==> config.mk <==
export PLATFORM = sky130hd
export DESIGN_NAME = gpe_derive_flat
export DESIGN_NICKNAME = d
export VERILOG_FILES = /design/src/design/gpe_pkg.sv /design/src/design/gpe_channels.sv /design/src/design/gpe_derive.sv /design/src/flat_wrapper.sv
export SDC_FILE = /design/constraint.sdc
export NUM_CORES = 1
export LEC_CHECK = 0
export BUFFER_PORTS_ARGS = -buffer_cell sky130_fd_sc_hd__buf_2
export CAP_MARGIN = 30
export CORE_UTILIZATION = 35
export DETAILED_ROUTE_END_ITERATION = 16
export GPL_TIMING_DRIVEN = 0
export PLACE_DENSITY = 0.62
export SLEW_MARGIN = 15
export SYNTH_ARGS = -nofsm -noshare
export SYNTH_HDL_FRONTEND = slang
export SYNTH_SLANG_ARGS = --single-unit
==> constraint.sdc <==
create_clock -name clk -period 4.16 [get_ports clk]
set_clock_uncertainty 0.15 [all_clocks]
set_input_delay 0.832 -clock clk [delete_from_list [all_inputs] [get_ports clk]]
set_output_delay 0.832 -clock clk [all_outputs]
set_load 0.03 [all_outputs]
==> src/design/gpe_pkg.sv <==
// Package for the gaussian population encoder.
// Holds shared types, register codes, fixed constants and the exp2 table function.
// No dependencies; all other design files but gpe_checker.sv import it.
package gpe_pkg;

    localparam int CFG_INDEX_W = 8;
    localparam int CFG_DATA_W  = 16;

    localparam logic [CFG_INDEX_W-1:0] REG_MIN_VALUE   = 8'd0;
    localparam logic [CFG_INDEX_W-1:0] REG_MAX_VALUE   = 8'd1;
    localparam logic [CFG_INDEX_W-1:0] REG_NUM_CENTERS = 8'd2;

    localparam logic [15:0] RST_MIN_VALUE   = 16'd0;
    localparam logic [15:0] RST_MAX_VALUE   = 16'd256;
    localparam logic [4:0]  RST_NUM_CENTERS = 5'd8;

    localparam int          DIV_STEPS = 41;
    localparam logic [5:0]  DIV_LAST  = 6'(DIV_STEPS - 1);

    localparam int QUEUE_DEPTH = 4;
    localparam int QPTR_W      = 2;
    localparam int QCNT_W      = 3;

    localparam logic [63:0] LN2_Q32   = 64'd2977044472;
    localparam logic [16:0] LOG2E_Q16 = 17'd94548;

    typedef enum logic [1:0] {
        DRV_IDLE,
        DRV_LOAD,
        DRV_SPACING,
        DRV_RECIP
    } drv_state_t;

    typedef struct packed {
        logic [15:0] min_value;
        logic [4:0]  count;
        logic [31:0] spacing;
        logic [31:0] recip;
        logic        busy;
    } cfg_t;

    typedef struct packed {
        logic [15:0] feature;
        logic        vend;
        logic        zero;
    } item_t;

    typedef struct packed {
        logic [4:0] idx;
        logic       last;
        logic       vend;
        logic       zero;
    } tag_t;

    // Entry j of the 2^(-j/2^bits) table in Q1.31, from a truncated Taylor series.
    function automatic logic [31:0] exp2_entry(input int j, input int bits);
        logic [63:0]        y;
        logic [63:0]        term;
        logic [63:0]        hi;
        logic [63:0]        lo;
        logic signed [63:0] sum;
        logic [63:0]        rounded;
        y = (64'(j) * LN2_Q32) >> bits;
        term = 64'd1 << 32;
        sum = $signed(term);
        for (int k = 1; k <= 16; k++)
        begin
            hi = term >> 32;
            lo = term & 64'hFFFF_FFFF;
            term = (hi * y + ((lo * y) >> 32)) / 64'(k);
            if (k[0])
                sum = sum - $signed(term);
            else
                sum = sum + $signed(term);
        end
        if (sum < 0)
            sum = 64'sd0;
        rounded = $unsigned(sum) + 64'd1;
        return 32'(rounded >> 1);
    endfunction

endpackage

==> src/design/gpe_channels.sv <==


interface gpe_cfg_if import gpe_pkg::*; ();
    logic                   valid;
    logic                   ready;
    logic [CFG_INDEX_W-1:0] index;
    logic [CFG_DATA_W-1:0]  data;

    modport source (output valid, index, data, input ready);
    modport sink (input valid, index, data, output ready);
endinterface

==> src/design/gpe_derive.sv <==
// Configuration registers and the derivation of spacing and its reciprocal.
// A shared restoring divider runs twice, when max exceeds min, after reset and after every write; uses gpe_pkg.
module gpe_derive import gpe_pkg::*; #(
    parameter int MAX_CENTERS = 16
) (
    input  logic      clk,
    input  logic      rst_n,
    gpe_cfg_if.sink   cfg,
    output cfg_t      prm
);

    logic [15:0]        min_reg;
    logic [15:0]        max_reg;
    logic [4:0]         num_reg;
    logic [31:0]        spacing_reg;
    logic [31:0]        recip_reg;
    drv_state_t         state_reg;
    drv_state_t         state_next;
    logic [40:0]        quo_reg;
    logic [31:0]        rem_reg;
    logic [31:0]        dvs_reg;
    logic [5:0]         step_reg;

    logic               wr;
    logic signed [16:0] span;
    logic               span_pos;
    logic [4:0]         count;
    logic               last_step;
    logic [32:0]        rem_shift;
    logic               fits;
    logic [31:0]        rem_next;
    logic [40:0]        quo_next;
    logic               busy;
    logic               div_load;
    logic               div_run;

    assign cfg.ready = 1'b1;
    assign wr = cfg.valid && cfg.ready;

    assign span = $signed({max_reg[15], max_reg}) - $signed({min_reg[15], min_reg});
    assign span_pos = !span[16] && (span != 17'sd0);

    always_comb
    begin
        if (num_reg < 5'd2)
            count = 5'd2;
        else if (int'(num_reg) > MAX_CENTERS)
            count = 5'(MAX_CENTERS);
        else
            count = num_reg;
    end

    assign last_step = (step_reg == DIV_LAST);
    assign rem_shift = {rem_reg, quo_reg[40]};
    assign fits = (rem_shift >= {1'b0, dvs_reg});
    assign rem_next = fits ? 32'(rem_shift - {1'b0, dvs_reg}) : rem_shift[31:0];
    assign quo_next = {quo_reg[39:0], fits};

    always_comb
    begin
        state_next = state_reg;
        unique case (state_reg)
            DRV_IDLE:    state_next = DRV_IDLE;
            DRV_LOAD:    state_next = span_pos ? DRV_SPACING : DRV_IDLE;
            DRV_SPACING: state_next = last_step ? DRV_RECIP : DRV_SPACING;
            DRV_RECIP:   state_next = last_step ? DRV_IDLE : DRV_RECIP;
            default:     state_next = DRV_LOAD;
        endcase
        if (wr)
            state_next = DRV_LOAD;
    end

    always_comb
    begin
        busy = 1'b1;
        div_load = 1'b0;
        div_run = 1'b0;
        unique case (state_reg)
            DRV_IDLE:    busy = 1'b0;
            DRV_LOAD:    div_load = 1'b1;
            DRV_SPACING: div_run = 1'b1;
            DRV_RECIP:   div_run = 1'b1;
            default:     busy = 1'b1;
        endcase
    end

    always_ff @(posedge clk or negedge rst_n)
    begin
        if (!rst_n)
        begin
            state_reg <= DRV_LOAD;
            min_reg <= RST_MIN_VALUE;
            max_reg <= RST_MAX_VALUE;
            num_reg <= RST_NUM_CENTERS;
        end
        else
        begin
            state_reg <= state_next;
            if (wr)
            begin
                case (cfg.index)
                    REG_MIN_VALUE:   min_reg <= cfg.data;
                    REG_MAX_VALUE:   max_reg <= cfg.data;
                    REG_NUM_CENTERS: num_reg <= cfg.data[4:0];
                    default:         ;
                endcase
            end
        end
    end

    always_ff @(posedge clk)
    begin
        if (div_load)
        begin
            quo_reg <= {9'd0, span[15:0], 16'd0};
            rem_reg <= '0;
            dvs_reg <= 32'(count - 5'd1);
            step_reg <= '0;
            if (!span_pos)
            begin
                spacing_reg <= '0;
                recip_reg <= '0;
            end
        end
        else if (div_run)
        begin
            quo_reg <= quo_next;
            rem_reg <= rem_next;
            step_reg <= step_reg + 6'd1;
            if (last_step)
            begin
                step_reg <= '0;
                if (state_reg == DRV_SPACING)
                begin
                    spacing_reg <= quo_next[31:0];
                    dvs_reg <= quo_next[31:0];
                    quo_reg <= {1'b1, 40'd0};
                    rem_reg <= '0;
                end
                else
                begin
                    recip_reg <= quo_next[31:0];
                end
            end
        end
    end

    assign prm.min_value = min_reg;
    assign prm.count = count;
    assign prm.spacing = spacing_reg;
    assign prm.recip = recip_reg;
    assign prm.busy = busy;

endmodule

==> src/flat_wrapper.sv <==
// flat-port wrapper written by rule: the top's interface ports become plain ports
module gpe_derive_flat import gpe_pkg::*;
#(
    parameter int MAX_CENTERS = 16
)
  (clk, rst_n, prm, cfg_valid, cfg_index, cfg_data, cfg_ready);
  gpe_cfg_if cfg_i ();
  input  logic clk;
  input  logic rst_n;
  output cfg_t prm;
  input wire logic [$bits(cfg_i.valid)-1:0] cfg_valid;
  input wire logic [$bits(cfg_i.index)-1:0] cfg_index;
  input wire logic [$bits(cfg_i.data)-1:0] cfg_data;
  output wire logic [$bits(cfg_i.ready)-1:0] cfg_ready;
  assign cfg_i.valid = cfg_valid;
  assign cfg_i.index = cfg_index;
  assign cfg_i.data = cfg_data;
  assign cfg_ready = cfg_i.ready;
  gpe_derive #(.MAX_CENTERS(MAX_CENTERS)) u_core (.clk(clk), .rst_n(rst_n), .cfg(cfg_i), .prm(prm));
endmodule
==> summary.txt, run 1 <==
core area - 0.02980 sq mm
r2r setup slk - 0.31 ns
max reg flops - 41
syn_area_per_cell - 10.83 sq um
Arrival @ worst endpoint - 3.92 ns
Clock transition at path regs - 0.06 ns
Initial Utilization - 35.80%
dpl ws - -0.1584 ns
gpl congestion - 0.9119
H-tree levels - 1
Mapped Nets - 1069
RSZ-0062 raised after global routing - false
number of distinct library cells after synthesis - 74
initial antenna violation count - 1
Post-Syn Area - 0.01067 sq mm
Setup TNS - 0 ns
hold_ws - 0.3187 ns
commonest non-fill, non-tap cell in the layout - buf_2
Sw Pwr - 1.447 mW
sequential power share - 46.2%
Die Ht - 176.6 microns
DRT antenna net count - 0
Req. time, crit path - 4.22 ns
CP Buf/Inv Count - 2
critical path, cell by cell - ha_1 -> fa_1 -> nor2b_4 -> o31a_1 -> a21oi_1 -> or4_1 -> a221oi_2 -> nand4bb_1 -> nor4_2 -> a21oi_2 -> a211oi_4 -> buf_12 -> buf_8
Cells after DPL - 1491
CTS root buffer - clkbuf_16
Slew Limit Fails - 0
startpoint types - flop
num rows - 63
vias in the first global route - 7666
clock power share - 38.9%
DRC - 0
first-pass GRT wire length - 39920 microns
Cells after Synth - 985
Clk Latency, worst-skew pair - 0.52 ns
WL/cell - 16.22 microns
Hold Path Class - reg2reg
layout cell share with drive strength beyond 1 - 17.71%
Overflow after GRT - 0
synth top area cells - edfxtp_1, dfxtp_1, dfrtp_1
Switching Share - 27.54%
antenna cells - 0
Crit. End Element - flop
Slew headroom - 46.12%
Primary FF master, synth - edfxtp_1
Crit Path Max Fanout - 12
post-synth top area share - 31.53%
vias - 7835
Clock Path Buffers - 3
Layout Nets - 1218
most frequent cells in the layout - buf_2, edfxtp_1, nand2_1
Slowest-stage cell, CP - or4_1
largest net degree at the start of global routing - 40
total number of yosys warnings - 0
Overall Global Routing Usage - 16.17%
CTS Sinks - 214
Pint - 3.808 mW
CP top delay family - simple AND/OR/NAND/NOR gates
DR pass1 iterations - 5
Final Hold Fails - 0
Power Dens Cells - 414.5 mW/mm^2
Worst Tran Pin Value - 0.8083 ns
post-synthesis async set-or-reset flop share - 18.22%
IO Count - 114
fin crit share - 92.60%
Max-cap violations - 0
Leak - 5.332 nW
Synth area leader - edfxtp_1
Crit Path Category - reg2reg
die width - 176.6 microns
FF+latch count, synth - 214
max frequency - 259.6 MHz
hpwl dp - 18880 microns
die area - 0.03118 sq mm
Tmin final - 3.852 ns
wirelength, routed - 25010 microns
DR vias/cell - 5.081
Max VDD drop - 262.6 uV
number of synthesized flops with an enable pin - 112
cts bufs inserted - 25
Final Util - 42.55%
part of the Yosys area used for sequential elements - 52.53%
non-filler instance count after layout - 1542
IO Port Bufs - 112
Final WS setup - 0.3080 ns
P&R area growth vs syn - 18.85%
drt first-iter violations - 529
CTS tree - done
status - complete, no violations
setup violators final - 0
slowest stage delay, CP - 0.57 ns
Comb power frac - 15.0%
==> layer usage <==
| metal | track usage, % | routed length [microns] | vias up |
|---|---|---|---|
| met2 | 27.04 | 11680 | 209 |
| met1 | 21.98 | 11650 | 3729 |
| met4 | 4.239 | 547 | 2 |
| met5 | 0 | 13 | - |
| met3 | 2.046 | 1127 | 41 |
| li1 | - | - | 3854 |
==> final timing paths <==
path                              startpoint                    to  cells past startpoint
hold reg to reg            u_core.rem_reg[5]     u_core.rem_reg[5]                      2
setup / recovery           u_core.min_reg[0]  u_core.recip_reg[28]                     13
min in group asynchronous              rst_n     u_core.num_reg[2]                      2
hold / removal             u_core.rem_reg[5]     u_core.rem_reg[5]                      2
setup reg to reg           u_core.min_reg[0]  u_core.recip_reg[28]                     13
max in group asynchronous              rst_n     u_core.max_reg[8]                      3
==> metrics by stage <==
step           total power, mW  cell area (sq um)
6_report                 5.255              12680
5_1_grt                  5.470              12680
4_1_cts                  5.312              12630
3_5_place_dp             3.240              11820
3_3_place_gp             3.216              11730
2_1_floorplan            2.972              10680
==> kinds of logic after synthesis <==
logic type / after synthesis / synth area share [%]
and+or+nand+nor: 252 / 12.24
buffers and inverters: 117 / 4.340
adders and majority gates: 57 / 6.826
xor gates and xnor gates: 39 / 3.202
muxes: 53 / 5.231
DFF: 214 / 52.53
AOI/OAI and AO/OA: 252 / 15.59
other: 1 / 0.03515
==> timing repair <==
action / 4_1_cts / 5_1_grt
hold endpoints to repair: 0 / 4
buffers inserted: 3 / 1
hold buffers: 0 / 1
gates resized for setup: 0 / 0
setup endpoints to repair: 26 / 20
pin swaps: 1 / 1
==> final cells by class <==
type | instances | area, sq um
fillers | 2888 | 17120
flip-flops and latches | 214 | 5605
multi-input cells | 654 | 4627
repair buffers | 122 | 723.2
clock buffers | 32 | 693.2
well taps | 390 | 488.0
inverters | 75 | 281.5
plain buffers | 42 | 181.4
clock inverters | 13 | 78.83
==> cells in the mapped netlist (5+ instances only) <==
master,n
a211oi_1,7
a21o_1,17
a21oi_1,48
a22o_1,31
a31oi_1,7
and3_1,5
buf_4,6
clkbuf_1,33
dfrtp_1,36
dfxtp_1,63
edfxtp_1,112
ha_1,55
inv_1,75
mux2_2,22
mux2i_1,31
nand2_1,84
nand3_1,14
nand4_1,10
nor2_1,31
nor2b_1,66
nor3_1,11
o211ai_1,6
o21a_1,10
o21ai_0,45
o21ai_1,33
o21bai_1,12
o31ai_1,6
or3_1,5
xnor2_1,21
xor2_1,18
==> power groups by stage <==
| stage | Sequential [mW] | Clock [mW] | Combinational (mW) |
|---|---|---|---|
| 6_report | 2.43 | 2.04 | 0.787 |
| 5_1_grt | 2.44 | 2.18 | 0.856 |
| 4_1_cts | 2.43 | 2.10 | 0.782 |
| 3_5_place_dp | 2.47 | 0 | 0.769 |
| 3_3_place_gp | 2.47 | 0 | 0.744 |
| 2_1_floorplan | 2.58 | 0 | 0.397 |
==> worst reg2reg max path, stage by stage, from the launching register on <==
cell	delay, ns
dfrtp_2	0.42
ha_1	0.23
fa_1	0.45
nor2b_4	0.14
o31a_1	0.20
a21oi_1	0.13
or4_1	0.57
a221oi_2	0.18
nand4bb_1	0.14
nor4_2	0.24
a21oi_2	0.16
a211oi_4	0.24
buf_12	0.17
buf_8	0.15
No activity file was read; power rests on OpenSTA's default activity.
==> inputs of run 2 (changes only) <==
==> constraint.sdc (replaced) <==
create_clock -name clk -period 4.16 [get_ports clk]
set_clock_uncertainty 0.15 [all_clocks]
set_input_delay 0.416 -clock clk [delete_from_list [all_inputs] [get_ports clk]]
set_output_delay 0.416 -clock clk [all_outputs]
set_load 0.03 [all_outputs]
==> summary.txt, run 2 (synthesized netlist as in run 1, its figures left out) <==
first-pass GRT wire length - 40050 microns
Hold EP - u_core.min_reg[4]
H-tree levels - 1
gpl congestion - 0.9119
CTS tree - done
IO Count - 114
setup violators final - 0
Slew Limit Fails - 0
commonest non-fill, non-tap cell in the layout - buf_2
Crit Path Category - reg2reg
Crit. End Element - flop
r2r setup slk - 0.31 ns
dpl ws - -0.1584 ns
Hold Path Class - in2reg
non-filler instance count after layout - 1555
total power - 5.266 mW
layout cell share with drive strength beyond 1 - 17.51%
Tmin final - 3.850 ns
Leak - 5.386 nW
cts bufs inserted - 25
Slew headroom - 46.65%
Layout Nets - 1231
Req. time, crit path - 4.22 ns
clock power share - 38.8%
placed inst area - 0.01182 sq mm
DRC - 0
slowest stage delay, CP - 0.57 ns
drt first-iter violations - 544
r2r endpoint - u_core.recip_reg[28]
die area - 0.03118 sq mm
CP top delay family - simple AND/OR/NAND/NOR gates
Sw Pwr - 1.450 mW
Finished Cell Area - 0.01281 sq mm
Setup TNS - 0 ns
hold depth - 3
DRT antenna net count - 0
Overflow after GRT - 0
WL/cell - 16.12 microns
sequential power share - 46.1%
IO Port Bufs - 112
antenna cells - 0
Clk Latency, worst-skew pair - 0.52 ns
vias - 7878
hold path start - cfg_data[4]
Initial Utilization - 35.80%
largest net degree at the start of global routing - 40
Die Ht - 176.6 microns
Switching Share - 27.53%
Worst Tran Pin Value - 0.8003 ns
Overall Global Routing Usage - 16.21%
Crit Path Max Fanout - 12
DR pass1 iterations - 5
core area - 0.02980 sq mm
wirelength, routed - 25070 microns
Clock transition at path regs - 0.05 ns
Clock Path Buffers - 3
Slowest-stage cell, CP - or4_1
critical path, cell by cell - ha_1 -> fa_1 -> nor2b_4 -> o31a_1 -> a21oi_1 -> or4_1 -> a221oi_2 -> nand4bb_1 -> nor4_2 -> a21oi_2 -> a211oi_4 -> buf_12 -> buf_8
Pint - 3.816 mW
max frequency - 259.7 MHz
startpoint types - flop
Cells after DPL - 1491
Final Hold Fails - 0
vias in the first global route - 7708
num rows - 63
initial antenna violation count - 1
RSZ-0062 raised after global routing - false
Comb power frac - 15.1%
Max-cap violations - 0
most frequent cells in the layout - buf_2, edfxtp_1, nand2_1
die width - 176.6 microns
Max VDD drop - 262.0 uV
R2R depth - 13
Final WS setup - 0.3096 ns
Arrival @ worst endpoint - 3.91 ns
hold_ws - 0.02537 ns
max reg flops - 41
hpwl dp - 18880 microns
fin crit share - 92.56%
Power Dens Cells - 411.1 mW/mm^2
Final Util - 42.99%
CTS Sinks - 214
status - complete, no violations
CTS root buffer - clkbuf_16
CP Buf/Inv Count - 2
P&R area growth vs syn - 20.07%
reg-to-reg startpoint - u_core.min_reg[0]
DR vias/cell - 5.066
==> run 2: area by class of cell <==
type                       count  area, sq um
buffer                        42        181.4
clock buffer                  32        693.2
clock inverter                13        78.83
fill                        2883        16990
inverter                      75        281.5
multi-input combinational    654         4627
sequential                   214         5605
tap                          390        488.0
timing repair buffer         135        853.3
==> run 2: worst max-delay path by stage <==
stage                      start                     end  slack, ns  cells past startpoint
2_1_floorplan  u_core.min_reg[0]     u_core.recip_reg[0]       0.03                     11
3_3_place_gp   u_core.min_reg[0]    u_core.recip_reg[19]      -0.84                     11
3_5_place_dp   u_core.min_reg[0]    u_core.recip_reg[31]      -0.16                     12
4_1_cts        u_core.min_reg[0]  u_core.spacing_reg[19]       0.17                     12
5_1_grt        u_core.min_reg[0]     u_core.recip_reg[5]       0.11                     13
6_report       u_core.min_reg[0]    u_core.recip_reg[28]       0.31                     13
==> run 2: metal layers <==
metal | wire length, microns | vias up | track usage (%)
met2 | 11730 | 204 | 27.19
met5 | 13 | - | 0
met1 | 11700 | 3754 | 21.99
li1 | - | 3876 | -
met4 | 554 | 2 | 4.239
met3 | 1064 | 42 | 2.046
==> run 2: worst min-delay path, stage by stage <==
cell and delay (ns):
buf_2 0.11, nand2_1 0.05, o21ai_0 0.06
==> run 2: timing repair <==
| action | CTS | global route |
|---|---|---|
| pin swaps | 1 | 1 |
| endpoints found under the hold margin | 57 | 0 |
| gates resized for setup | 0 | 0 |
| hold buffers | 14 | 0 |
| setup endpoints to repair | 26 | 20 |
| buffers inserted | 3 | 1 |
==> run 2: power groups by stage <==
stage          sequential [mW]  clock, mW  combinational [mW]
2_1_floorplan             2.58          0               0.397
3_3_place_gp              2.47          0               0.744
3_5_place_dp              2.47          0               0.769
4_1_cts                   2.43       2.10               0.792
5_1_grt                   2.44       2.18               0.866
6_report                  2.43       2.04               0.796
