`src/design/gpe_pkg.sv`:
```
// Package for the gaussian population encoder.
// Holds shared types, register codes, fixed constants and the exp2 table function.
// No dependencies; all other design files but gpe_checker.sv import it.
package gpe_pkg;

    localparam int CFG_INDEX_W = 8;
    localparam int CFG_DATA_W  = 16;

    localparam logic [CFG_INDEX_W-1:0] REG_MIN_VALUE   = 8'd0;
    localparam logic [CFG_INDEX_W-1:0] REG_MAX_VALUE   = 8'd1;
    localparam logic [CFG_INDEX_W-1:0] REG_NUM_CENTERS = 8'd2;

    localparam logic [15:0] RST_MIN_VALUE   = 16'd0;
    localparam logic [15:0] RST_MAX_VALUE   = 16'd256;
    localparam logic [4:0]  RST_NUM_CENTERS = 5'd8;

    localparam int          DIV_STEPS = 41;
    localparam logic [5:0]  DIV_LAST  = 6'(DIV_STEPS - 1);

    localparam int QUEUE_DEPTH = 4;
    localparam int QPTR_W      = 2;
    localparam int QCNT_W      = 3;

    localparam logic [63:0] LN2_Q32   = 64'd2977044472;
    localparam logic [16:0] LOG2E_Q16 = 17'd94548;

    typedef enum logic [1:0] {
        DRV_IDLE,
        DRV_LOAD,
        DRV_SPACING,
        DRV_RECIP
    } drv_state_t;

    typedef struct packed {
        logic [15:0] min_value;
        logic [4:0]  count;
        logic [31:0] spacing;
        logic [31:0] recip;
        logic        busy;
    } cfg_t;

    typedef struct packed {
        logic [15:0] feature;
        logic        vend;
        logic        zero;
    } item_t;

    typedef struct packed {
        logic [4:0] idx;
        logic       last;
        logic       vend;
        logic       zero;
    } tag_t;

    // Entry j of the 2^(-j/2^bits) table in Q1.31, from a truncated Taylor series.
    function automatic logic [31:0] exp2_entry(input int j, input int bits);
        logic [63:0]        y;
        logic [63:0]        term;
        logic [63:0]        hi;
        logic [63:0]        lo;
        logic signed [63:0] sum;
        logic [63:0]        rounded;
        y = (64'(j) * LN2_Q32) >> bits;
        term = 64'd1 << 32;
        sum = $signed(term);
        for (int k = 1; k <= 16; k++)
        begin
            hi = term >> 32;
            lo = term & 64'hFFFF_FFFF;
            term = (hi * y + ((lo * y) >> 32)) / 64'(k);
            if (k[0])
                sum = sum - $signed(term);
            else
                sum = sum + $signed(term);
        end
        if (sum < 0)
            sum = 64'sd0;
        rounded = $unsigned(sum) + 64'd1;
        return 32'(rounded >> 1);
    endfunction

endpackage

```
`src/design/gpe_channels.sv`:
```
// Channel interfaces of the gaussian population encoder: features, results, configuration.
// Each carries valid, ready and its payload; depends on gpe_pkg for the configuration widths.
interface gpe_feature_if;
    logic        valid;
    logic        ready;
    logic [15:0] feature_value;
    logic        vector_end_in;

    modport source (output valid, feature_value, vector_end_in, input ready);
    modport sink (input valid, feature_value, vector_end_in, output ready);
endinterface


```
`src/design/gpe_front.sv`:
```
// Front end: accepts features, tags an empty centre range, and queues them for the back end.
// Uses gpe_pkg types and the feature channel interface.
module gpe_front import gpe_pkg::*; (
    input  logic         clk,
    input  logic         rst_n,
    gpe_feature_if.sink  features,
    input  cfg_t         prm,
    output logic         q_valid,
    output item_t        q_item,
    input  logic         q_ready
);

    item_t               mem_reg [QUEUE_DEPTH];
    logic [QPTR_W-1:0]   wr_ptr_reg;
    logic [QPTR_W-1:0]   rd_ptr_reg;
    logic [QCNT_W-1:0]   cnt_reg;
    logic                push;
    logic                pop;
    item_t               item_next;

    assign features.ready = (cnt_reg != QCNT_W'(QUEUE_DEPTH)) && !prm.busy;
    assign push = features.valid && features.ready;
    assign q_valid = (cnt_reg != '0);
    assign q_item = mem_reg[rd_ptr_reg];
    assign pop = q_valid && q_ready;

    assign item_next.feature = features.feature_value;
    assign item_next.vend = features.vector_end_in;
    assign item_next.zero = (prm.spacing == 32'd0);

    always_ff @(posedge clk or negedge rst_n)
    begin
        if (!rst_n)
        begin
            wr_ptr_reg <= '0;
            rd_ptr_reg <= '0;
            cnt_reg <= '0;
        end
        else
        begin
            if (push)
                wr_ptr_reg <= wr_ptr_reg + 1'b1;
            if (pop)
                rd_ptr_reg <= rd_ptr_reg + 1'b1;
            if (push && !pop)
                cnt_reg <= cnt_reg + 1'b1;
            else if (pop && !push)
                cnt_reg <= cnt_reg - 1'b1;
        end
    end

    always_ff @(posedge clk)
    begin
        if (push)
            mem_reg[wr_ptr_reg] <= item_next;
    end

endmodule

```
`src/flat_wrapper.sv`:
```
// flat-port wrapper written by rule: the top's interface ports become plain ports
module gpe_front_flat import gpe_pkg::*;
  (clk, rst_n, prm, q_valid, q_item, q_ready, features_valid, features_feature_value, features_vector_end_in, features_ready);
  gpe_feature_if features_i ();
  input  logic clk;
  input  logic rst_n;
  input  cfg_t prm;
  output logic q_valid;
  output item_t q_item;
  input  logic q_ready;
  input wire logic [$bits(features_i.valid)-1:0] features_valid;
  input wire logic [$bits(features_i.feature_value)-1:0] features_feature_value;
  input wire logic [$bits(features_i.vector_end_in)-1:0] features_vector_end_in;
  output wire logic [$bits(features_i.ready)-1:0] features_ready;
  assign features_i.valid = features_valid;
  assign features_i.feature_value = features_feature_value;
  assign features_i.vector_end_in = features_vector_end_in;
  assign features_ready = features_i.ready;
  gpe_front u_core (.clk(clk), .rst_n(rst_n), .features(features_i), .prm(prm), .q_valid(q_valid), .q_item(q_item), .q_ready(q_ready));
endmodule
```
`config.mk`:
```
export PLATFORM = sky130hd
export DESIGN_NAME = gpe_front_flat
export DESIGN_NICKNAME = d
export VERILOG_FILES = /design/src/design/gpe_pkg.sv /design/src/design/gpe_channels.sv /design/src/design/gpe_front.sv /design/src/flat_wrapper.sv
export SDC_FILE = /design/constraint.sdc
export NUM_CORES = 1
export LEC_CHECK = 0
export BUFFER_PORTS_ARGS = -buffer_cell sky130_fd_sc_hd__buf_2
export CAP_MARGIN = 10
export CORE_ASPECT_RATIO = 1.2
export CORE_MARGIN = 1
export CORE_UTILIZATION = 35
export DETAILED_ROUTE_END_ITERATION = 12
export GPL_ROUTABILITY_DRIVEN = 0
export HOLD_SLACK_MARGIN = 0.05
export PLACE_DENSITY = 0.72
export SYNTH_ARGS = -nofsm -noshare
export SYNTH_HDL_FRONTEND = slang
export SYNTH_SLANG_ARGS = --single-unit
export TNS_END_PERCENT = 5
```
`constraint.sdc`:
```
create_clock -name clk -period 2.5 [get_ports clk]
set_input_delay 0 -clock clk [delete_from_list [all_inputs] [get_ports clk]]
set_output_delay 0 -clock clk [all_outputs]
set_load 0.05 [all_outputs]
```
==> insert_results.sql, run 1 <==
INSERT INTO impl_metrics (metric_group, metric, value, unit) VALUES
('cts', 'post-cts-setup-buffer-count', '0', ''),
('die', 'die_h', '105', 'um'),
('synthesis', 'proportion_of_synthesized_chip_area_in_sequential_cells', '75.1', '%'),
('min_path', 'hold_path_depth', '4', ''),
('synthesis', 'syn_avg_cell_area', '22.1', 'sq um'),
('global_route', 'antenna_violations_before_repair', '0', ''),
('detailed_routing', 'detail_route.drc_violations', '0', ''),
('setup_path', 'crit_top_cell', 'sky130_fd_sc_hd__xor2_1', ''),
('detailed_routing', 'vias', '1656', ''),
('layout', 'drive_gt1_share', '47.8', '%'),
('timing', 'setup_repair_after_global_routing_missed_its_margin', 'false', ''),
('synthesis', 'synthDominantCellAreaShare', '69.4', '%'),
('global_route', 'pin_count_of_the_biggest_net_entering_global_routing', '19', ''),
('setup_path', 'r2r_cells', '8', ''),
('setup_path', 'cp-end-kind', 'flop', ''),
('detailed_routing', 'ant_nets', '0', ''),
('synthesis', 'synthesized_netlist_net_count', '254', ''),
('detailed_routing', 'detail_route.first_pass.iterations', '4', ''),
('synthesis', 'synth.largest_area_cell', 'sky130_fd_sc_hd__edfxtp_1', ''),
('timing', 'minimum_clock_period', '2.07', 'ns'),
('placed_design', 'dp.final_hpwl', '3500', 'um'),
('detailed_routing', 'sum_of_routed_wire_length_over_all_layers', '5390', 'um'),
('timing', 'fmax', '0.482', 'GHz'),
('die', 'die_w', '88.1', 'um'),
('synthesis', 'syn-instance-count', '141', ''),
('global_route', 'grt_overflow_total', '0', ''),
('layout', 'filler_cell_count', '762', ''),
('timing', 'finalSetupViolCount', '0', ''),
('die', 'area_of_the_placeable_core', '8610', 'sq um'),
('synthesis', 'ys.warnings.count', '0', ''),
('cts', 'cts.reportedPaths.clkPinSlew', '0.08', 'ns'),
('setup_path', 'start_kind', 'flop', ''),
('power_and_ir_drop', 'ir_drop', '0.598', 'mV'),
('cts', 'cts.repair.resized', '0', ''),
('run_status', 'run_status', 'finished, final reports clean', ''),
('timing', 'slew_violations', '0', ''),
('layout', 'numnets_final', '356', ''),
('die', 'io_pins', '127', ''),
('detailed_routing', 'routed_via_density', '4.55', ''),
('global_route', 'wire_length_of_the_first_global_routing_pass', '8530', 'um'),
('placed_design', 'number_of_i_o_port_buffers', '73', ''),
('timing', 'tightest_slew', '0.504', 'ns'),
('setup_path', 'setup.worst_path.class', 'reg -> reg', ''),
('flow_run', 'max_cap_violations', '0', ''),
('cts', 'cts.sinks', '79', ''),
('cts', 'h-tree-depth', '3', ''),
('die', 'total_die_area', '9280', 'sq um'),
('global_route', 'via_count_of_the_first_global_routing_pass', '1759', ''),
('layout', 'antennaDiodeCount', '0', ''),
('timing', 'setup_total_negative_slack', '0', 'ns'),
('layout', 'final_area', '4040', 'sq um'),
('setup_path', 'critical_path.max_stage_delay', '0.44', 'ns'),
('setup_path', 'crit_fanout', '4', ''),
('setup_path', 'worst-endpoint-arrival', '2.34', 'ns'),
('timing', 'finalCritPeriodShare', '82.9', '%'),
('power_and_ir_drop', 'finalPower', '4540', 'uW'),
('layout', 'largest_register_ffs', '72', ''),
('cts', 'tritoncts', 'done', ''),
('layout', 'syn2layout_area_growth', '29.7', '%'),
('die', 'initial_core_util', '36.2', '%'),
('synthesis', 'netlist_area', '3110', 'sq um'),
('timing', 'hold_viol', '0', ''),
('setup_path', 'timing.critical_path.slowest_stage_cell', 'sky130_fd_sc_hd__dfrtp_1', ''),
('cts', 'cts-buffers-inserted', '9', ''),
('power_and_ir_drop', 'power.leakage', '0.00147', 'uW'),
('synthesis', 'ys_top_cells_by_area', 'sky130_fd_sc_hd__edfxtp_1 69%, sky130_fd_sc_hd__mux4_2 13%, sky130_fd_sc_hd__dfrtp_1 5.6%', ''),
('power_and_ir_drop', 'power-per-cell-area', '1120', 'nW/um^2'),
('synthesis', 'synth_cell_type_count', '23', ''),
('die', 'rows', '37', ''),
('global_route', 'groute.usage.overall', '12.8', '%'),
('min_path', 'min_path_type', 'in -> reg', ''),
('cts', 'cts.path.max_buffers', '2', ''),
('cts', 'clock_insertion_delay_worst_skew', '0.34', 'ns'),
('detailed_routing', 'wl_per_cell', '14.8', 'um'),
('detailed_routing', 'detailedRoute.firstIterationViolations', '45', ''),
('timing', 'relSlewSlack', '66.4', '%'),
('cts', 'clock-root-buffer', 'sky130_fd_sc_hd__clkbuf_8', ''),
('synthesis', 'postSynthRegisterBits', '79', ''),
('setup_path', 'crit_path_cell_trace', 'or3_4 -> nand2_4 -> ha_1 -> inv_1 -> fa_1 -> xor2_1 -> nor2_1 -> xor2_1', ''),
('timing', 'fin_worst_skew', '0.00664', 'ns'),
('setup_path', 'worst-endpoint-required', '2.77', 'ns'),
('placed_design', 'placed_instance_area', '3610', 'sq um');
-- where the power goes --
part | switching, uW | internal (uW)
logic | 1140 | 591
registers | 92.8 | 1640
clock network | 433 | 655
-- worst paths after layout --
| path | start | endpoint | slack (ns) |
|---|---|---|---|
| setup / recovery | u_core.cnt_reg[0] | u_core.cnt_reg[2] | 0.43 |
| hold / removal | prm[55] | u_core.mem_reg[3][0] | 0.06 |
| setup reg to reg | u_core.cnt_reg[0] | u_core.cnt_reg[2] | 0.43 |
| hold reg to reg | u_core.rd_ptr_reg[1] | u_core.rd_ptr_reg[1] | 0.48 |
| max in group asynchronous | rst_n | u_core.wr_ptr_reg[1] | 1.66 |
| min in group asynchronous | rst_n | u_core.cnt_reg[0] | 0.60 |
-- critical path, delay by kind of cell, from the launching register on --
kind,cells,cell delay (ns)
XOR/XNOR,2,0.30
adder cells (fa/ha/maj),2,0.55
buffers and inverters,1,0.06
flip-flops,1,0.44
AND/OR/NAND/NOR,3,0.65
-- per-stage QoR --
| step | worst slack, ns | utilization [%] | cells | hold WS, ns |
|---|---|---|---|---|
| after global routing | 0.234 | 46.9 | 364 | 0.0902 |
| after detailed placement | 0.438 | 41.9 | 329 | -0.152 |
| after CTS | 0.396 | 46.9 | 364 | 0.0575 |
| final | 0.427 | 46.9 | 364 | 0.0637 |
| after floorplan | 0.432 | - | 141 | -0.296 |
| after global placement | 0.436 | 41.9 | 329 | -0.154 |
-- Yosys cell counts, drive strengths merged --
| library cell | count |
|---|---|
| inv | 3 |
| ha | 5 |
| a21oi | 2 |
| fa | 1 |
| and2 | 4 |
| dfrtp | 7 |
| nand4 | 2 |
| xnor2 | 4 |
| nor4 | 8 |
| or3 | 1 |
| buf | 4 |
| edfxtp | 72 |
| nor2 | 3 |
| mux4 | 18 |
| nand2b | 1 |
| nand2 | 1 |
| nand3 | 1 |
| xor2 | 2 |
| mux2 | 2 |
-- layout make-up --
cell class	count	area [sq um]	share of cell area, %
Tap cell	117	146	3.62
Sequential cell	79	2340	57.9
Inverter	3	11.3	0.279
Clock inverter	6	110	2.73
Timing Repair Buffer	95	581	14.4
Clock buffer	9	124	3.07
Multi-Input combinational cell	55	731	18.1
-- kinds of logic (layout without fill, tap and decap cells) --
group	Yosys count	count (layout)	share of synthesized area [%]
AND/OR/NAND/NOR	21	21	4.58
AO/OA/AOI/OAI	2	2	0.683
XOR/XNOR	6	6	1.69
buffers and inverters	7	113	1.49
multiplexers	20	20	13.9
flip-flops	79	79	75.1
adder cells (fa/ha/maj)	6	6	2.65
-- cells in the final DEF (no fill, tap or decap), types with 3 or more instances in the layout --
cell type                       count
sky130_fd_sc_hd__bufinv_16          3
sky130_fd_sc_hd__mux4_2            18
sky130_fd_sc_hd__dfrtp_1            7
sky130_fd_sc_hd__nor4_1             8
sky130_fd_sc_hd__nor2_1             3
sky130_fd_sc_hd__ha_1               5
sky130_fd_sc_hd__clkbuf_8           9
sky130_fd_sc_hd__xnor2_1            4
sky130_fd_sc_hd__and2_2             4
sky130_fd_sc_hd__buf_2             73
sky130_fd_sc_hd__inv_1              3
sky130_fd_sc_hd__dlygate4sd3_1     20
sky130_fd_sc_hd__edfxtp_1          72
-- layer usage --
metal / GRT usage [%] / share of wire, % / up-vias / routed length [um]
li1: - / - / 785 / -
met1: 14.5 / 42 / 819 / 2280
met2: 21.7 / 52 / 40 / 2780
met3: 3.84 / 4.1 / 12 / 220
met4: 6.11 / 2.2 / 0 / 117
met5: 0 / 0 / - / 0
-- repair_timing --
action                                  CTS  global route
hold buffers                             20             0
endpoints found under the hold margin    77             0
endpoints found under the setup margin    0             0
Note: power is estimated with default switching activity, not from simulation.
==> run 2: changes to the inputs <==
Settings changed: ABC_AREA set to 1, PLACE_DENSITY 0.72 to 0.71.
Clock period 2.5 ns to 2.13 ns, I/O delays scaled along.
==> insert_results.sql, run 2 <==
INSERT INTO impl_metrics (metric_group, metric, value, unit) VALUES
('die', 'area_of_the_placeable_core', '9180', 'sq um'),
('power_and_ir_drop', 'share_seq_of_total_power', '37.0', '%'),
('layout', 'layout.cells.most_common', 'sky130_fd_sc_hd__buf_2', ''),
('setup_path', 'setup.worst_path.class', 'reg -> out', ''),
('detailed_routing', 'routed_via_density', '4.67', ''),
('layout', 'largest_register_ffs', '72', ''),
('detailed_routing', 'routed.top_layer', 'met4', ''),
('global_route', 'via_count_of_the_first_global_routing_pass', '2216', ''),
('timing', 'hold_viol', '0', ''),
('synthesis', 'syn-instance-count', '258', ''),
('global_route', 'pin_count_of_the_biggest_net_entering_global_routing', '38', ''),
('detailed_routing', 'met1Wirelength', '2470', 'um'),
('die', 'io_pins', '127', ''),
('layout', 'layout_common_cells', '73 x sky130_fd_sc_hd__buf_2, 72 x sky130_fd_sc_hd__edfxtp_1, 48 x sky130_fd_sc_hd__nor2_1, 24 x sky130_fd_sc_hd__o21ai_0, 23 x sky130_fd_sc_hd__dlygate4sd3_1', ''),
('timing', 'setup_total_negative_slack', '0', 'ns'),
('die', 'rows', '38', ''),
('synthesis', 'count_of_flip_flops_with_a_built_in_enable_after_synthesis', '72', ''),
('flow_run', 'max_cap_violations', '0', ''),
('synthesis', 'synth_cell_type_count', '27', ''),
('power_and_ir_drop', 'p_int', '3020', 'uW'),
('detailed_routing', 'sum_of_routed_wire_length_over_all_layers', '6320', 'um'),
('cts', 'h-tree-depth', '3', ''),
('die', 'die_h', '109', 'um'),
('synthesis', 'syn_avg_cell_area', '13.0', 'sq um'),
('timing', 'layout_setup_ws', '0.193', 'ns'),
('synthesis', 'ys.warnings.count', '0', ''),
('cts', 'tritoncts', 'done', ''),
('timing', 'finalSetupViolCount', '0', ''),
('synthesis', 'synth_most_common_cell', 'sky130_fd_sc_hd__edfxtp_1', ''),
('setup_path', 'crit_fanout', '18', ''),
('layout', 'syn2layout_area_growth', '26.5', '%'),
('setup_path', 'start_kind', 'flop', ''),
('timing', 'setup_repair_after_global_routing_missed_its_margin', 'false', ''),
('layout', 'drive_gt1_share', '34.3', '%'),
('power_and_ir_drop', 'power.leakage', '0.00161', 'uW'),
('layout', 'antennaDiodeCount', '0', ''),
('synthesis', 'synth_top_flop_cell', 'sky130_fd_sc_hd__edfxtp_1', ''),
('placed_design', 'number_of_i_o_port_buffers', '73', ''),
('power_and_ir_drop', 'switching_share', '45.6', '%'),
('detailed_routing', 'met2RoutedLength', '3400', 'um'),
('die', 'initial_core_util', '36.5', '%'),
('setup_path', 'worst-endpoint-arrival', '1.94', 'ns'),
('global_route', 'antenna_violations_before_repair', '0', ''),
('cts', 'cts.path.max_buffers', '2', ''),
('timing', 'minimum_clock_period', '1.94', 'ns'),
('detailed_routing', 'detailedRoute.firstIterationViolations', '140', ''),
('synthesis', 'netlist_area', '3350', 'sq um'),
('synthesis', 'synthesized_netlist_net_count', '371', ''),
('die', 'total_die_area', '9980', 'sq um'),
('synthesis', 'synth.largest_area_cell', 'sky130_fd_sc_hd__edfxtp_1', ''),
('cts', 'cts.repair.resized', '0', ''),
('layout', 'filler_cell_count', '819', ''),
('timing', 'slew_violations', '0', ''),
('placed_design', 'dp_slack', '0.252', 'ns'),
('cts', 'cts.sinks', '79', ''),
('min_path', 'min_path_type', 'in -> reg', ''),
('timing', 'fmax', '0.516', 'GHz'),
('detailed_routing', 'ant_nets', '0', ''),
('cts', 'cts-buffers-inserted', '9', ''),
('detailed_routing', 'detail_route.drc_violations', '0', ''),
('power_and_ir_drop', 'comb_power_share', '46.8', '%'),
('global_route', 'groute.usage.overall', '13.4', '%'),
('timing', 'finalCritPeriodShare', '90.9', '%'),
('synthesis', 'postSynthRegisterBits', '79', ''),
('synthesis', 'yosys-top-cells-count', '72 x sky130_fd_sc_hd__edfxtp_1, 52 x sky130_fd_sc_hd__nor2_1, 24 x sky130_fd_sc_hd__o21ai_0', ''),
('power_and_ir_drop', 'power-per-cell-area', '1310', 'nW/um^2'),
('global_route', 'grt_overflow_total', '0', ''),
('setup_path', 'worst-endpoint-required', '2.13', 'ns'),
('cts', 'clock-root-buffer', 'sky130_fd_sc_hd__clkbuf_8', ''),
('synthesis', 'postSynth.asyncResetShare', '8.86', '%'),
('synthesis', 'proportion_of_synthesized_chip_area_in_sequential_cells', '69.7', '%'),
('power_and_ir_drop', 'pwr-share-clk', '16.3', '%'),
('die', 'die_w', '91.4', 'um'),
('power_and_ir_drop', 'ir_drop', '0.614', 'mV'),
('global_route', 'wire_length_of_the_first_global_routing_pass', '9860', 'um'),
('timing', 'relSlewSlack', '72.4', '%'),
('detailed_routing', 'detail_route.first_pass.iterations', '4', ''),
('synthesis', 'synthDominantCellAreaShare', '64.5', '%'),
('cts', 'cts.reportedPaths.clkPinSlew', '0.07', 'ns'),
('setup_path', 'cp-end-kind', 'primary output', ''),
('detailed_routing', 'wire_length_on_met3', '309', 'um'),
('placed_design', 'dp.final_hpwl', '4110', 'um'),
('synthesis', 'ys_top_cells_by_area', 'sky130_fd_sc_hd__edfxtp_1 64%, sky130_fd_sc_hd__nor2_1 5.8%, sky130_fd_sc_hd__dfrtp_1 5.2%', ''),
('timing', 'tightest_slew', '0.415', 'ns'),
('power_and_ir_drop', 'power.switching', '2540', 'uW'),
('timing', 'fin_worst_skew', '0.00603', 'ns'),
('detailed_routing', 'vias', '2274', ''),
('cts', 'clock_insertion_delay_worst_skew', '0.34', 'ns'),
('cts', 'post-cts-setup-buffer-count', '0', ''),
('detailed_routing', 'wl_per_cell', '13.0', 'um'),
('timing', 'hold-worst-slack', '0.131', 'ns'),
('run_status', 'run_status', 'finished, final reports clean', ''),
('layout', 'numnets_final', '476', '');
==> run 2: cell count changes in the layout (fill, tap and decap cells not counted), moves of 6 or more <==
| cell | previous run | this run |
|---|---|---|
| sky130_fd_sc_hd__o21ai_0 | 0 | 24 |
| sky130_fd_sc_hd__nand2_1 | 0 | 22 |
| sky130_fd_sc_hd__nor4_1 | 8 | 0 |
| sky130_fd_sc_hd__o21ai_1 | 0 | 9 |
| sky130_fd_sc_hd__nor2_1 | 3 | 48 |
| sky130_fd_sc_hd__inv_1 | 3 | 12 |
| sky130_fd_sc_hd__o22ai_1 | 0 | 9 |
| sky130_fd_sc_hd__buf_4 | 2 | 8 |
| sky130_fd_sc_hd__nor2_2 | 0 | 14 |
| sky130_fd_sc_hd__mux4_2 | 18 | 0 |
| sky130_fd_sc_hd__o22ai_2 | 0 | 9 |
==> run 2: worst max-delay path: stages, from the launching register on <==
cell and delay [ns]:
sky130_fd_sc_hd__dfrtp_1 0.53, sky130_fd_sc_hd__inv_2 0.39, sky130_fd_sc_hd__o21ai_0 0.20, sky130_fd_sc_hd__o22ai_2 0.17, sky130_fd_sc_hd__buf_2 0.30
==> run 2: routing by layer <==
metal	GRT usage, %	vias to the layer above
met2	25.3	69
met1	13.8	1071
met5	0	-
li1	-	1125
met4	7.26	0
met3	3.28	9
==> run 2: per-stage QoR <==
step,utilization (%),total power (uW),cell area [sq um],instances
2_1_floorplan,-,4150,3350,258
3_3_place_gp,41.9,4600,3850,449
3_5_place_dp,41.9,4670,3850,449
4_1_cts,46.2,5610,4240,487
5_1_grt,46.2,5860,4240,487
6_report,46.2,5560,4240,487
==> run 2: timing repair <==
| action | CTS | global route |
|---|---|---|
| setup endpoints to repair | 0 | 0 |
| hold endpoints to repair | 79 | 0 |
| hold buffers | 23 | 0 |
==> run 2: power by group through the flow <==
| stage | registers [uW] | clock network, uW | logic [uW] |
|---|---|---|---|
| after floorplan | 2020 | 0 | 2130 |
| after global placement | 2080 | 0 | 2520 |
| after detailed placement | 2090 | 0 | 2580 |
| after CTS | 2050 | 926 | 2630 |
| after global routing | 2080 | 971 | 2810 |
| final | 2060 | 904 | 2600 |
==> run 2: final timing paths <==
check / startpoint / end / slack [ns] / cells after the start
min reg2reg: u_core.wr_ptr_reg[1] / u_core.wr_ptr_reg[1] / 0.54 / 2
max: u_core.rd_ptr_reg[1] / q_item[4] / 0.19 / 4
max reg2reg: u_core.cnt_reg[0] / u_core.cnt_reg[2] / 0.24 / 9
max in group asynchronous: rst_n / u_core.wr_ptr_reg[1] / 1.21 / 3
min in group asynchronous: rst_n / u_core.cnt_reg[0] / 0.64 / 3
min: prm[50] / u_core.mem_reg[1][0] / 0.13 / 6
==> run 2: cells by family after synthesis <==
family                   after synthesis  synth area share (%)
XOR/XNOR                               4                  1.04
AND/OR/NAND/NOR                       89                  11.2
adder cells (fa/ha/maj)                6                  2.46
buffers and inverters                 24                  4.48
flip-flops                            79                  69.7
AO/OA/AOI/OAI                         56                  11.2
==> run 2: final cells by class <==
class,count,area (sq um),area share [%]
repair buffers,104,656,15.5
clock buffers,9,124,2.92
inverters,14,60.1,1.42
clock inverters,6,38.8,0.914
flip-flops and latches,79,2340,55.1
multi-input cells,155,876,20.6
well taps,120,150,3.54
